File: src/rtl/core/itoa_pkg.sv
// Package for the integer to ASCII converter: widths, character codes and
// the digit to character mapping. No dependencies.
`default_nettype none
package itoa_pkg;

  localparam int unsigned VALUE_WIDTH = 32;
  localparam int unsigned RADIX_W     = 6;
  localparam int unsigned CHAR_W      = 8;
  localparam int unsigned CNT_W       = $clog2(VALUE_WIDTH + 1);
  localparam int unsigned BIT_W       = $clog2(VALUE_WIDTH);

  localparam logic [RADIX_W-1:0] RADIX_MIN  = RADIX_W'(2);
  localparam logic [RADIX_W-1:0] RADIX_MAX  = RADIX_W'(36);
  localparam logic [RADIX_W-1:0] DIGIT_TEN  = RADIX_W'(10);
  localparam logic [CHAR_W-1:0]  CHAR_ZERO  = 8'h30;
  localparam logic [CHAR_W-1:0]  LETTER_GAP = 8'd7;
  localparam logic [CHAR_W-1:0]  CHAR_MINUS = 8'h2D;

  typedef logic [RADIX_W-1:0] digit_t;

  function automatic logic [CHAR_W-1:0] digit_char(input digit_t d);
    logic [CHAR_W-1:0] c;
    c = CHAR_ZERO + CHAR_W'(d);
    if (d >= DIGIT_TEN) begin
      c = c + LETTER_GAP;
    end
    return c;
  endfunction

endpackage
`default_nettype wire

File: src/rtl/core/integer_to_ascii_radix.sv
// Integer to ASCII converter, any radix from 2 to 36, digit-serial divider.
// Depends on itoa_pkg.
//
// Usage: present value, radix and signed_mode on the in_ channel; the text
// of the number leaves on the out_ channel as one character per item, most
// significant first, with out_last on the final character. A negative value
// in signed mode is preceded by '-'. Radix is saturated to 2..36.
// Each digit takes one restoring division of the remaining quotient by the
// radix, one quotient bit per cycle; a single divider is shared by all
// digits. A new item is taken once the last character sits in the output
// register, so the block does not accept a new item while it still has
// characters of the previous one to convert or to load.
// Characters are held in a last-in first-out shift stack and emitted from
// a single output register; when out_ready is low the character holds and
// conversion of the remaining characters pauses.
// Reset (rst_n low, synchronous) returns the block to idle and empties the
// output register.
`default_nettype none
module integer_to_ascii_radix (
  input  wire logic                           clk,
  input  wire logic                           rst_n,
  input  wire logic                           in_valid,
  output logic                                in_ready,
  input  wire logic [31:0]                    in_value,
  input  wire logic [5:0]                     in_radix,
  input  wire logic                           in_signed_mode,
  output logic                                out_valid,
  input  wire logic                           out_ready,
  output logic [7:0]                          out_character,
  output logic                                out_last
);

  localparam int unsigned VW = itoa_pkg::VALUE_WIDTH;

  typedef enum logic [1:0] {
    ST_IDLE,
    ST_DIV,
    ST_SIGN,
    ST_EMIT
  } state_t;

  state_t                                 state_r, state_nxt;
  logic [VW-1:0]                          quo_r, quo_nxt;
  logic [itoa_pkg::RADIX_W-1:0]           rem_r, rem_nxt;
  logic [itoa_pkg::RADIX_W-1:0]           radix_r, radix_nxt;
  logic [itoa_pkg::BIT_W-1:0]             bit_r, bit_nxt;
  logic [itoa_pkg::CNT_W-1:0]             cnt_r, cnt_nxt;
  logic                                   neg_r, neg_nxt;
  itoa_pkg::digit_t                       stk_r [VW];
  itoa_pkg::digit_t                       stk_nxt [VW];
  logic                                   out_valid_r, out_valid_nxt;
  logic [itoa_pkg::CHAR_W-1:0]            out_char_r, out_char_nxt;
  logic                                   out_last_r, out_last_nxt;

  logic [itoa_pkg::RADIX_W:0]             trial;
  logic                                   qbit;
  logic [itoa_pkg::RADIX_W-1:0]           rem_step;
  logic [VW-1:0]                          quo_step;
  logic [VW-1:0]                          value_w;
  logic                                   in_neg;
  logic                                   load_ok;

  assign in_ready      = (state_r == ST_IDLE);
  assign out_valid     = out_valid_r;
  assign out_character = out_char_r;
  assign out_last      = out_last_r;

  assign value_w  = in_value[VW-1:0];
  assign in_neg   = in_signed_mode & value_w[VW-1];
  assign trial    = {rem_r, quo_r[VW-1]};
  assign qbit     = (trial >= {1'b0, radix_r});
  assign rem_step = qbit ? itoa_pkg::RADIX_W'(trial - {1'b0, radix_r})
                         : trial[itoa_pkg::RADIX_W-1:0];
  assign quo_step = {quo_r[VW-2:0], qbit};
  assign load_ok  = !out_valid_r || out_ready;

  always_comb begin
    state_nxt     = state_r;
    quo_nxt       = quo_r;
    rem_nxt       = rem_r;
    radix_nxt     = radix_r;
    bit_nxt       = bit_r;
    cnt_nxt       = cnt_r;
    neg_nxt       = neg_r;
    stk_nxt       = stk_r;
    out_valid_nxt = out_valid_r;
    out_char_nxt  = out_char_r;
    out_last_nxt  = out_last_r;

    if (out_valid_r && out_ready) begin
      out_valid_nxt = 1'b0;
    end

    unique case (state_r)
      ST_IDLE: begin
        if (in_valid) begin
          neg_nxt   = in_neg;
          quo_nxt   = in_neg ? (~value_w + VW'(1)) : value_w;
          rem_nxt   = '0;
          bit_nxt   = '0;
          cnt_nxt   = '0;
          priority if (in_radix < itoa_pkg::RADIX_MIN) begin
            radix_nxt = itoa_pkg::RADIX_MIN;
          end else if (in_radix > itoa_pkg::RADIX_MAX) begin
            radix_nxt = itoa_pkg::RADIX_MAX;
          end else begin
            radix_nxt = in_radix;
          end
          state_nxt = ST_DIV;
        end
      end
      ST_DIV: begin
        quo_nxt = quo_step;
        rem_nxt = rem_step;
        bit_nxt = bit_r + itoa_pkg::BIT_W'(1);
        if (bit_r == itoa_pkg::BIT_W'(VW - 1)) begin
          // push the digit
          for (int i = VW - 1; i > 0; i--) begin
            stk_nxt[i] = stk_r[i-1];
          end
          stk_nxt[0] = rem_step;
          cnt_nxt    = cnt_r + itoa_pkg::CNT_W'(1);
          rem_nxt    = '0;
          bit_nxt    = '0;
          if (quo_step == '0) begin
            state_nxt = neg_r ? ST_SIGN : ST_EMIT;
          end
        end
      end
      ST_SIGN: begin
        if (load_ok) begin
          out_valid_nxt = 1'b1;
          out_char_nxt  = itoa_pkg::CHAR_MINUS;
          out_last_nxt  = 1'b0;
          state_nxt     = ST_EMIT;
        end
      end
      ST_EMIT: begin
        if (load_ok) begin
          out_valid_nxt = 1'b1;
          out_char_nxt  = itoa_pkg::digit_char(stk_r[0]);
          out_last_nxt  = (cnt_r == itoa_pkg::CNT_W'(1));
          // pop the digit
          for (int i = 0; i < VW - 1; i++) begin
            stk_nxt[i] = stk_r[i+1];
          end
          cnt_nxt = cnt_r - itoa_pkg::CNT_W'(1);
          if (cnt_r == itoa_pkg::CNT_W'(1)) begin
            state_nxt = ST_IDLE;
          end
        end
      end
      default: begin
        state_nxt = ST_IDLE;
      end
    endcase
  end

  always_ff @(posedge clk) begin
    if (!rst_n) begin
      state_r     <= ST_IDLE;
      out_valid_r <= 1'b0;
    end else begin
      state_r     <= state_nxt;
      out_valid_r <= out_valid_nxt;
    end
    quo_r      <= quo_nxt;
    rem_r      <= rem_nxt;
    radix_r    <= radix_nxt;
    bit_r      <= bit_nxt;
    cnt_r      <= cnt_nxt;
    neg_r      <= neg_nxt;
    stk_r      <= stk_nxt;
    out_char_r <= out_char_nxt;
    out_last_r <= out_last_nxt;
  end

endmodule
`default_nettype wire

File: config.mk
export PLATFORM = sky130hd
export DESIGN_NAME = integer_to_ascii_radix
export DESIGN_NICKNAME = d
export VERILOG_FILES = /design/src/rtl/core/itoa_pkg.sv /design/src/rtl/core/integer_to_ascii_radix.sv
export SDC_FILE = /design/constraint.sdc
export NUM_CORES = 1
export LEC_CHECK = 0
export ABC_CLOCK_PERIOD_IN_PS = 14100
export BUFFER_PORTS_ARGS = -buffer_cell sky130_fd_sc_hd__buf_2
export CORE_AREA = 2 2 142 144
export CTS_CLUSTER_DIAMETER = 50
export DETAILED_ROUTE_END_ITERATION = 10
export DIE_AREA = 0 0 144 146
export PLACE_DENSITY = 0.78
export SLEW_MARGIN = 25
export SYNTH_ARGS = -nofsm -noshare
export SYNTH_HDL_FRONTEND = slang
export SYNTH_SLANG_ARGS = --single-unit
File: constraint.sdc
create_clock -name clk -period 14.1 [get_ports clk]
set_input_delay 2.82 -clock clk [delete_from_list [all_inputs] [get_ports clk]]
set_output_delay 2.82 -clock clk [all_outputs]
set_load 0.005 [all_outputs]
# After elaboration in Yosys (flattened, before gate mapping)
# Cells that the tools add are included.
dict set report word_totals {
  regBits 260
  in_bits 43
  output_inout_bits 11
  wordCells 120
}
dict set report op_classes {
  add_sub_neg 7
  magnitude_cmp 4
  eq_ne 11
  muxes 35
  bitwise_logic 2
  n_reduce_logical 18
}
# op n
set ops {}
lappend ops {{$pmux 186 s2} 1}
lappend ops {{$mux 192} 1}
lappend ops {{$mux 186} 1}
lappend ops {{$mux 32} 2}
lappend ops {{$pmux 32 s2} 1}
lappend ops {{$mux 6} 6}
lappend ops {{$add 32x1->32 const B} 1}
lappend ops {{$logic_not 32->1} 1}
lappend ops {{$not 32->32} 1}
lappend ops {{$mux 8} 3}
lappend ops {{$pmux 6 s3} 1}
lappend ops {{$pmux 8 s2} 1}
lappend ops {{$mux 2} 6}
lappend ops {{$ne 2x2->1 const B} 6}
lappend ops {{$pmux 6 s2} 1}
lappend ops {{$mux 5} 2}
lappend ops {{$pmux 5 s2} 1}
lappend ops {{$add 7x3->8 const B} 1}
lappend ops {{$pmux 2 s4} 1}
lappend ops {{$add 6x6->7 const A} 1}
lappend ops {{$ge 7x6->1} 1}
lappend ops {{$add 6x1->6 const B} 1}
lappend ops {{$eq 6x1->1 const B} 1}
lappend ops {{$ge 6x4->1 const B} 1}
lappend ops {{22 further kinds} 34}

# Depth between registers and ports, before layout
# Gate-level depths: netlist of run 1.
dict set report logic_depth {
  ltp_word 5
  depth_mapped 9
  ltp_nobuf 8
}

# Least setup slack after synthesis of run 1
# No wires, ideal clock.
dict set report synth_timing {
  path_kind {input to register}
  from {input port out_ready}
  to {register stk_r[100] (netlist bit), enable pin}
  setup_ns 0.794
  t_arrival_ns 11.840
  required_ns 13.306
  path_slack_ns 1.466
  cell_stages 2
  n_path_buf 0
  cell_sequence {nor2b_1 > a21oi_1}
}
dict set report synth_via {
  elab_chain_len 3
}
# item line_no
set synth_lines {}
lappend synth_lines {{from (decl)} integer_to_ascii_radix.sv:28} ;# input wire logic out_ready,
lappend synth_lines {{$logic_or 1x1->1} integer_to_ascii_radix.sv:75} ;# assign load_ok = !out_valid_r || out_ready;
lappend synth_lines {{$ne 2x2->1 (no line)} -}
lappend synth_lines {{$reduce_and 3->1 (no line)} -}
lappend synth_lines {{to (signal assigned)} integer_to_ascii_radix.sv:173} ;# stk_r <= stk_nxt;
lappend synth_lines {{to (decl)} integer_to_ascii_radix.sv:49} ;# itoa_pkg::digit_t stk_r [VW];
# Every way passes these cells.
# A chain may end at the register's enable or synchronous reset.

# Final worst setup path of run 1
dict set report layout_timing {
  from {input port in_value[0]}
  to {register quo_r[30] (data pin)}
}
dict set report layout_via {
  elab_chain_len 5
}
# item line_no
set layout_lines {}
lappend layout_lines {{from (decl)} integer_to_ascii_radix.sv:24} ;# input wire logic [31:0] in_value,
lappend layout_lines {{$not 32->32} integer_to_ascii_radix.sv:98} ;# quo_nxt = in_neg ? (~value_w + VW'(1)) : value_w;
lappend layout_lines {{$add 32x1->32} integer_to_ascii_radix.sv:98}
lappend layout_lines {{$mux 32} integer_to_ascii_radix.sv:98}
lappend layout_lines {{$mux 32} integer_to_ascii_radix.sv:96} ;# if (in_valid) begin
lappend layout_lines {{$pmux 32 s2} integer_to_ascii_radix.sv:94} ;# unique case (state_r)
lappend layout_lines {{net quo_nxt[30]} integer_to_ascii_radix.sv:43} ;# logic [VW-1:0] quo_r, quo_nxt;
lappend layout_lines {{to (signal assigned)} integer_to_ascii_radix.sv:167} ;# quo_r <= quo_nxt;
lappend layout_lines {{to (decl)} integer_to_ascii_radix.sv:43}
# The timed path passes the listed nets, and every way through them passes these cells. The select of a mux whose other input is x is not followed.

==> results of run 1 <==
-- sequential cells by signal (all words and copies together) (netlist names) --
name	flops
quo_r	32
rem_r	6
stk_r	192
state_r	2
cnt_r	6
out_last	1
radix_r	6
neg_r	1
bit_r	5
out_valid	1
out_character	8
-- worst max-delay path, delay by kind of cell --
kind,cells,cell delay [ns]
muxes,1,0.27
and+or+nand+nor,2,1.04
AOI/OAI and AO/OA,1,0.21
xor gates and xnor gates,1,0.19
buffers and inverters,2,0.18
adders and majority gates,1,0.16
-- cells in the final DEF (no fill, tap or decap), types with 8 or more instances in the layout --
| cell type | synthesis | routed |
|---|---|---|
| buf_2 | 1 | 53 |
| mux2_2 | 10 | 10 |
| clkbuf_16 | 0 | 31 |
| a31oi_1 | 9 | 9 |
| o21ai_0 | 43 | 43 |
| edfxtp_1 | 257 | 257 |
| nand3_1 | 9 | 9 |
| a22o_1 | 177 | 177 |
| nor3_1 | 12 | 12 |
| ha_1 | 21 | 20 |
| and3_1 | 8 | 8 |
| nand2_1 | 51 | 51 |
| nor2_1 | 32 | 32 |
| nor4_1 | 11 | 10 |
| xnor2_1 | 25 | 25 |
| a21oi_1 | 12 | 11 |
| inv_1 | 25 | 25 |
| xor2_1 | 16 | 16 |
-- kinds of logic after synthesis --
family,Yosys count
AND/OR/NAND/NOR,165
buffers and inverters,85
flip-flops,260
XOR/XNOR,41
multiplexers,13
adder cells (fa/ha/maj),23
AO/OA/AOI/OAI,279
-- path summary, 6_finish.rpt --
kind         slack (ns)        end         from  cells past startpoint
min                0.46   stk_r[3]     stk_r[9]                      0
max reg2reg       11.02  stk_r[79]     bit_r[0]                      7
min reg2reg        0.46   stk_r[3]     stk_r[9]                      0
max                9.51  quo_r[30]  in_value[0]                      8
-- final cells by class --
type	instances	share of cell area [%]
Clock buffer	39	6.11
Clock inverter	17	1.81
Inverter	26	0.722
Multi-Input combinational cell	521	28.8
Sequential cell	260	57.6
Tap cell	265	2.45
Timing Repair Buffer	60	2.56
-- power groups by stage --
stage	combinational (µW)	sequential (µW)	clock, µW
floorplan	415	1470	0
global placement	524	1440	0
detailed placement	558	1460	0
CTS	563	1450	844
global route	629	1490	873
finish	565	1460	828
-- per-layer routing --
metal / share of wire, % / vias to the layer above / GRT usage [%]
met5: 0 / - / 0
met4: 1.9 / 0 / 6.18
met3: 4.1 / 27 / 3.32
met2: 49 / 171 / 34.8
met1: 45 / 3743 / 30.7
li1: - / 3511 / -
-- metrics by stage --
step / instances / hold WS (ns) / worst slack, ns
2_1_floorplan: 866 / 0.428 / 1.47
3_3_place_gp: 1131 / 0.444 / 9.10
3_5_place_dp: 1131 / 0.439 / 9.02
4_1_cts: 1187 / 0.458 / 9.56
5_1_grt: 1188 / 0.475 / 9.40
6_report: 1188 / 0.458 / 9.51
==> flow_summary.toml, run 1 <==
[run_status]
status = "completed"

[floorplan]
die_w_um = 144
floorplan.die_area_mm2 = 0.0210
initial_utilization_pct = 61.8
ios = 54
dieHeight_um = 146
rows = 51
coreArea_mm2 = 0.0193

[pwr]
pwr-share-comb_pct = 19.8
p_int_uw = 1980
p_leak_uw = 0.00476
ir_drop_v = 0.000224
swShare_pct = 30.4
p_per_area_mw_per_mm2 = 211
finalPower_uw = 2850
clockPowerShare_pct = 29.1
p_seq_share_pct = 51.1
p_sw_uw = 868

[routing]
wl_per_cell_um = 19.1
drt-pass1-iter-count = 5
first_iter_violations = 777
ant_nets = 0
drc = 0
finalWirelength_um = 22700
viasPerCell = 6.27
via_count = 7452

[critical_path]
path_cells = "buf_2, inv_1, ha_1, nor3b_1, and4_1, a41oi_1, xor2_1, mux2_2"
critical-path-max-stage-delay_ns = 0.56
crit_type = "in -> reg"
crit_required_ns = 14.38
cp_max_fo = 10
critPathSlowestCell = "and4_1"
cp-start-kind = "input port"
endpoint_kind = "register"
crit_arrival_ns = 4.88

[layout]
ff_latch_area_mm2 = 0.00778
diodes = 0
fin_nets = 964
drive_gt1_share_pct = 14.4
n_fill_cell = 1285
multi_input_area_mm2 = 0.00389
area_growth_pct = 13.1
utilization_pct = 69.9
design_area_mm2 = 0.0135

[clocking]
tritoncts = "done"
cts_inserted_buffers = 30
clkTransAtPathRegs_ns = 0.06
clkLatencyLatePin_ns = 0.54
cts_hold_buffers = 0
cts_buffer_depth = 3
htree_levels = 1
post_cts_buffers = 0
postCtsResizedCells = 0
cts_root_buf = "clkbuf_16"
clock-sinks = 260

[placed_design]
place_area_mm2 = 0.0124
place_hpwl_um = 13500
portBuffers = 53
gp_congestion = 0.880

[grt]
overflow = 0
grt_pass1_vias = 7300
grt_start_max_net_pins = 187
antenna_found_initial = 0
grt.total_usage_pct = 21.6
grt_pass1_wl_um = 37000

[synth]
synthTopCellsByCount = "edfxtp_1 (257), a22o_1 (177), clkbuf_1 (52), nand2_1 (51), o21ai_0 (43)"
ys_types = 56
ys.flop_type = "edfxtp_1"
synth-xor-area-share_pct = 3.01
synth_nets = 931
synthSimpleGateAreaFrac_pct = 7.05
synth.avg_cell_area_um2 = 13.8
synthCells = 866
yosys_register_bits = 260
synth-compound-area-share_pct = 18.5
yosysWarnings = 0
synth_top_family_by_area = "compound AO/OA/AOI/OAI gates"
synth_area_mm2 = 0.0119
synth_mux_area_share_pct = 1.19
synth.most_common_cell = "edfxtp_1"
synth_top_area_cell = "edfxtp_1"
yosys.area_share.adder_pct = 2.45
ys_async_sr_fraction_pct = 0
synth_seq_area_share_pct = 65.1
synthTopCellsByArea = "edfxtp_1 (65%), a22o_1 (13%), ha_1 (2.2%), xnor2_1 (1.8%), o21ai_0 (1.8%)"
synth_top_area_share_pct = 64.6
synth_edf_count = 257

[timing]
drv_slew = 0
hold_viol = 0
relSlewSlack_pct = 33.4
final.setup.tns_ns = 0
report.final.setup_viol = 0
finalCritPeriodShare_pct = 32.6
fin_skew_ns = 0.0117
rsz0062_at_grt = "false"
max_freq_ghz = 0.218
worstMarginPinSlew_ns = 0.999
period_minus_slack_ns = 4.59

[hold_path]
min_path_type = "reg -> reg"

[job]
maxCapViolCount = 0
Power figures use the tool's default switching activity.
==> inputs of run 2 (changes only) <==
--- a/config.mk
+++ b/config.mk
@@ -5,13 +5,13 @@
 export SDC_FILE = /design/constraint.sdc
 export NUM_CORES = 1
 export LEC_CHECK = 0
-export ABC_CLOCK_PERIOD_IN_PS = 14100
+export ABC_CLOCK_PERIOD_IN_PS = 3800
 export BUFFER_PORTS_ARGS = -buffer_cell sky130_fd_sc_hd__buf_2
-export CORE_AREA = 2 2 142 144
+export CORE_AREA = 2 2 150 152
 export CTS_CLUSTER_DIAMETER = 50
 export DETAILED_ROUTE_END_ITERATION = 10
-export DIE_AREA = 0 0 144 146
-export PLACE_DENSITY = 0.78
+export DIE_AREA = 0 0 152 154
+export PLACE_DENSITY = 0.73
 export SLEW_MARGIN = 25
 export SYNTH_ARGS = -nofsm -noshare
 export SYNTH_HDL_FRONTEND = slang
==> constraint.sdc (replaced) <==
create_clock -name clk -period 3.8 [get_ports clk]
set_input_delay 0.76 -clock clk [delete_from_list [all_inputs] [get_ports clk]]
set_output_delay 0.76 -clock clk [all_outputs]
set_load 0.005 [all_outputs]
==> run 2 against run 1 <==
Die area increased by 11%. First-iteration DRC count fell by 13%. Clock power increased to 3.6 times the previous value. Total power grew to 3.7 times the previous value. Non-clock buffer count up 6. Hold slack better by 0.0018 ns. Critical path depth decreased by 1. Register-to-register slack lost 10 ns. Setup slack got worse by 8.5 ns. Largest cell class unchanged.
==> flow_summary.toml, run 2 (synthesis gave the netlist of run 1 again) <==
[run_status]
status = "completed"

[timing]
rsz0062_at_grt = "false"
max_freq_ghz = 0.359
report.final.setup_viol = 0
relSlewSlack_pct = 41.6
final.setup.tns_ns = 0
period_minus_slack_ns = 2.79
hold_viol = 0
finalCritPeriodShare_pct = 73.3
worstMarginPinSlew_ns = 0.877
hold_ws_ns = 0.460
drv_slew = 0
fin_skew_ns = 0.0163

[floorplan]
rows = 54
die_w_um = 152
coreArea_mm2 = 0.0217
initial_utilization_pct = 55.1
ios = 54
dieHeight_um = 154
floorplan.die_area_mm2 = 0.0234

[placed_design]
portBuffers = 53
gp_congestion = 0.816
post-place-cells = 1153
place_hpwl_um = 12900

[layout]
n_fill_cell = 1635
utilization_pct = 62.6
area_growth_pct = 13.7
drive_gt1_share_pct = 15.0
top_register = "stk_r"
diodes = 0
largest_reg_flops = 192
fin_cells = 1214
final_common_cell = "edfxtp_1"
fin_nets = 974
layout_common_cells = "edfxtp_1 (257), a22o_1 (177), buf_2 (53)"

[pwr]
p_per_area_mw_per_mm2 = 770
ir_drop_v = 0.000561
p_leak_uw = 0.00477
finalPower_uw = 10500

[clocking]
cts_root_buf = "clkbuf_16"
clkLatencyLatePin_ns = 0.49
cts_buffer_depth = 3
clock-sinks = 260
clkTransAtPathRegs_ns = 0.06
post_cts_buffers = 0
cts_inserted_buffers = 34
tritoncts = "done"
cts_hold_buffers = 0
postCtsResizedCells = 0
htree_levels = 2

[grt]
overflow = 0
grt_pass1_vias = 7148
grt.total_usage_pct = 18.3
grt_start_max_net_pins = 134
antenna_found_initial = 0
grt_pass1_wl_um = 35700

[hold_path]
hold_path_depth = 0
min_path_type = "reg -> reg"

[routing]
drt-pass1-iter-count = 5
first_iter_violations = 674
finalWirelength_um = 21700
via_count = 7409
wl_per_cell_um = 17.8
viasPerCell = 6.10
drc = 0
ant_nets = 0

[critical_path]
endpoint_kind = "register"
reg2regPathDepth = 7
crit_arrival_ns = 2.91
crit_type = "reg -> reg"
cp-start-kind = "register"
crit_required_ns = 3.92
cp_max_fo = 133

[job]
maxCapViolCount = 0
[run 2: cell count changes in the layout (fill, tap and decap cells not counted), moves of 3 or more]
cell / before / now
bufinv_16: 6 / 1
clkbuf_16: 31 / 35
clkinv_1: 3 / 6
clkinv_2: 6 / 2
inv_6: 1 / 4
buf_4: 4 / 9
[run 2: worst paths after layout]
kind | startpoint | endpoint | slack, ns
max | bit_r[0] | stk_r[71] | 1.01
min | stk_r[6] | stk_r[0] | 0.46
max reg2reg | bit_r[0] | stk_r[71] | 1.01
min reg2reg | stk_r[6] | stk_r[0] | 0.46
[run 2: critical path: stages, from the launching register on]
cell and delay (ns):
edfxtp_1 0.37, ha_2 0.19, and3_1 0.16, ha_1 0.41, nand2b_1 0.37, o21ai_2 0.12
a21oi_4 0.16, buf_12 0.49
[run 2: through the flow]
step	area, µm²	setup slack (ns)
5_1_grt	13600	0.854
4_1_cts	13600	1.00
6_report	13600	1.01
2_1_floorplan	12000	-0.779
3_3_place_gp	12500	1.07
3_5_place_dp	12500	1.02
[run 2: layout make-up]
| type | instances | area [µm²] | area share (%) |
|---|---|---|---|
| tap | 280 | 350 | 2.58 |
| sequential | 260 | 7780 | 57.3 |
| timing repair buffer | 66 | 413 | 3.04 |
| clock inverter | 18 | 151 | 1.11 |
| clock buffer | 43 | 906 | 6.67 |
| inverter | 26 | 97.6 | 0.718 |
| multi-input combinational | 521 | 3890 | 28.6 |
[run 2: metal layers]
layer / global-route usage, % / vias to the layer above / part of all wire [%]
met4: 5.47 / 0 / 1.8
li1: - / 3534 / -
met5: 0 / - / 0
met3: 3.66 / 33 / 4.9
met2: 27.6 / 179 / 45
met1: 27.1 / 3663 / 49
[run 2: where the power goes]
part / leakage, µW / total (µW) / internal [µW] / switching [µW]
sequential: 0.00248 / 5380 / 4690 / 689
clock: 0.000511 / 2990 / 1790 / 1200
combinational: 0.00179 / 2090 / 752 / 1340
==> inputs of run 3 (changes only) <==
--- a/config.mk
+++ b/config.mk
@@ -5,13 +5,13 @@
 export SDC_FILE = /design/constraint.sdc
 export NUM_CORES = 1
 export LEC_CHECK = 0
-export ABC_CLOCK_PERIOD_IN_PS = 3800
+export ABC_CLOCK_PERIOD_IN_PS = 2700
 export BUFFER_PORTS_ARGS = -buffer_cell sky130_fd_sc_hd__buf_2
-export CORE_AREA = 2 2 150 152
+export CORE_AREA = 2 2 142 144
 export CTS_CLUSTER_DIAMETER = 50
 export DETAILED_ROUTE_END_ITERATION = 10
-export DIE_AREA = 0 0 152 154
-export PLACE_DENSITY = 0.73
+export DIE_AREA = 0 0 144 146
+export PLACE_DENSITY = 0.78
 export SLEW_MARGIN = 25
 export SYNTH_ARGS = -nofsm -noshare
 export SYNTH_HDL_FRONTEND = slang
==> constraint.sdc (replaced) <==
create_clock -name clk -period 2.7 [get_ports clk]
set_input_delay 0.54 -clock clk [delete_from_list [all_inputs] [get_ports clk]]
set_output_delay 0.54 -clock clk [all_outputs]
set_load 0.005 [all_outputs]
==> run 3 against run 2 <==
First-iteration DRC count is 4.5% higher. Highest routed layer unchanged. Die area shrank 10%. Global-route usage grew 4.0 points. Final area barely moved. Register-to-register slack worse by 0.83 ns.
==> flow_summary.toml, run 3 (synthesis gave the netlist of run 1 again) <==
[routing]
first_iter_violations = 704
finalWirelength_um = 23200
wl_per_cell_um = 19.3
via_count = 7470
viasPerCell = 6.22
drt-pass1-iter-count = 5
ant_nets = 0
drc = 0

[layout]
multi_input_area_mm2 = 0.00388
n_fill_cell = 1326
area_growth_pct = 13.6
layout_common_cells = "edfxtp_1 (257), a22o_1 (177), buf_2 (53)"
drive_gt1_share_pct = 15.4
largest_reg_flops = 192
diodes = 0
final_common_cell = "edfxtp_1"
fin_nets = 980
ff_latch_area_mm2 = 0.00778
top_register = "stk_r"

[clocking]
cts_inserted_buffers = 29
clock-sinks = 260
clkLatencyLatePin_ns = 0.54
cts_buffer_depth = 3
cts_root_buf = "clkbuf_16"
postCtsResizedCells = 0
post_cts_buffers = 0
cts_hold_buffers = 0
tritoncts = "done"
htree_levels = 1
clkTransAtPathRegs_ns = 0.06

[critical_path]
worst-path-buf-inv = 0
crit_required_ns = 3.10
cp-start-kind = "register"
path_delay_family = "compound AO/OA/AOI/OAI gates"
critPathSlowestCell = "o211a_1"
cpMostUsedCell = "o21ai_0"
cp_max_fo = 9
crit_arrival_ns = 2.92
path_cells = "ha_1, and3_1, o21ai_0, o211a_1, mux2_2, o21ai_0"
crit_type = "reg -> reg"
critical-path-max-stage-delay_ns = 0.45
endpoint_kind = "register"

[grt]
grt_start_max_net_pins = 199
grt_pass1_wl_um = 38100
overflow = 0
grt_pass1_vias = 7533
antenna_found_initial = 0
grt.total_usage_pct = 22.3

[pwr]
clockPowerShare_pct = 26.4
ir_drop_v = 0.00138
p_per_area_mw_per_mm2 = 1070
p_leak_uw = 0.00479
p_sw_uw = 4550
p_int_uw = 10000
pwr-share-comb_pct = 21.6
swShare_pct = 31.2
p_seq_share_pct = 52.0

[placed_design]
place_hpwl_um = 14600
portBuffers = 53
gp_congestion = 0.874

[timing]
final.setup.tns_ns = 0
relSlewSlack_pct = 46.0
hold_viol = 0
period_minus_slack_ns = 2.52
rsz0062_at_grt = "false"
report.final.setup_viol = 0
max_freq_ghz = 0.397
fin_skew_ns = 0.0220
drv_slew = 0
hold_ws_ns = 0.250
worstMarginPinSlew_ns = 0.807
finalCritPeriodShare_pct = 93.2

[floorplan]
ios = 54
dieHeight_um = 146
floorplan.die_area_mm2 = 0.0210
die_w_um = 144
initial_utilization_pct = 61.8
rows = 51
coreArea_mm2 = 0.0193

[run_status]
status = "completed"

[hold_path]
min_path_type = "in -> reg"

[job]
maxCapViolCount = 0
-- run 3: power groups by stage --
stage	logic [µW]	registers, µW	clock network (µW)
after floorplan	2190	7270	0
final	3150	7590	3850
after detailed placement	3140	7610	0
after CTS	3160	7570	3920
after global routing	3490	7770	4060
after global placement	2950	7530	0
-- run 3: cell type report --
class | instances | share of cell area (%)
multi-input cells | 521 | 28.6
clock inverters | 18 | 1.41
clock buffers | 34 | 5.48
inverters | 26 | 0.719
flip-flops and latches | 260 | 57.3
repair buffers | 77 | 4.02
well taps | 265 | 2.44
-- run 3: routing by layer --
layer  up-vias  GRT usage [%]  routed length [µm]
li1       3546              -                   -
met1      3688           31.8               10400
met2       184           35.7               11300
met3        52           3.03                 942
met4         0           7.11                 555
met5         -              0                   0
-- run 3: through the flow --
step | instances | setup WS (ns) | total power [µW] | utilization (%) | instance area (µm²)
CTS | 1201 | 0.205 | 14700 | 70.2 | 13600
global placement | 1149 | 0.195 | 10500 | 65.4 | 12600
global route | 1201 | 0.00461 | 15300 | 70.2 | 13600
detailed placement | 1149 | 0.210 | 10800 | 65.4 | 12600
finish | 1201 | 0.184 | 14600 | 70.2 | 13600
floorplan | 866 | -1.88 | 9460 | - | 12000
-- run 3: worst register-to-register path, cell delays in order, from the launching register on --
cell and delay (ns):
edfxtp_1 0.44, ha_1 0.38, and3_1 0.18, o21ai_0 0.38, o211a_1 0.45, mux2_2 0.40, o21ai_0 0.13
-- run 3: path summary, 6_finish.rpt --
path | from | cells after the start | slack, ns | to
min reg2reg | stk_r[9] | 0 | 0.47 | stk_r[3]
max | rem_r[2] | 6 | 0.18 | stk_r[186]
max reg2reg | rem_r[2] | 6 | 0.18 | stk_r[186]
min | in_radix[5] | 1 | 0.25 | radix_r[5]
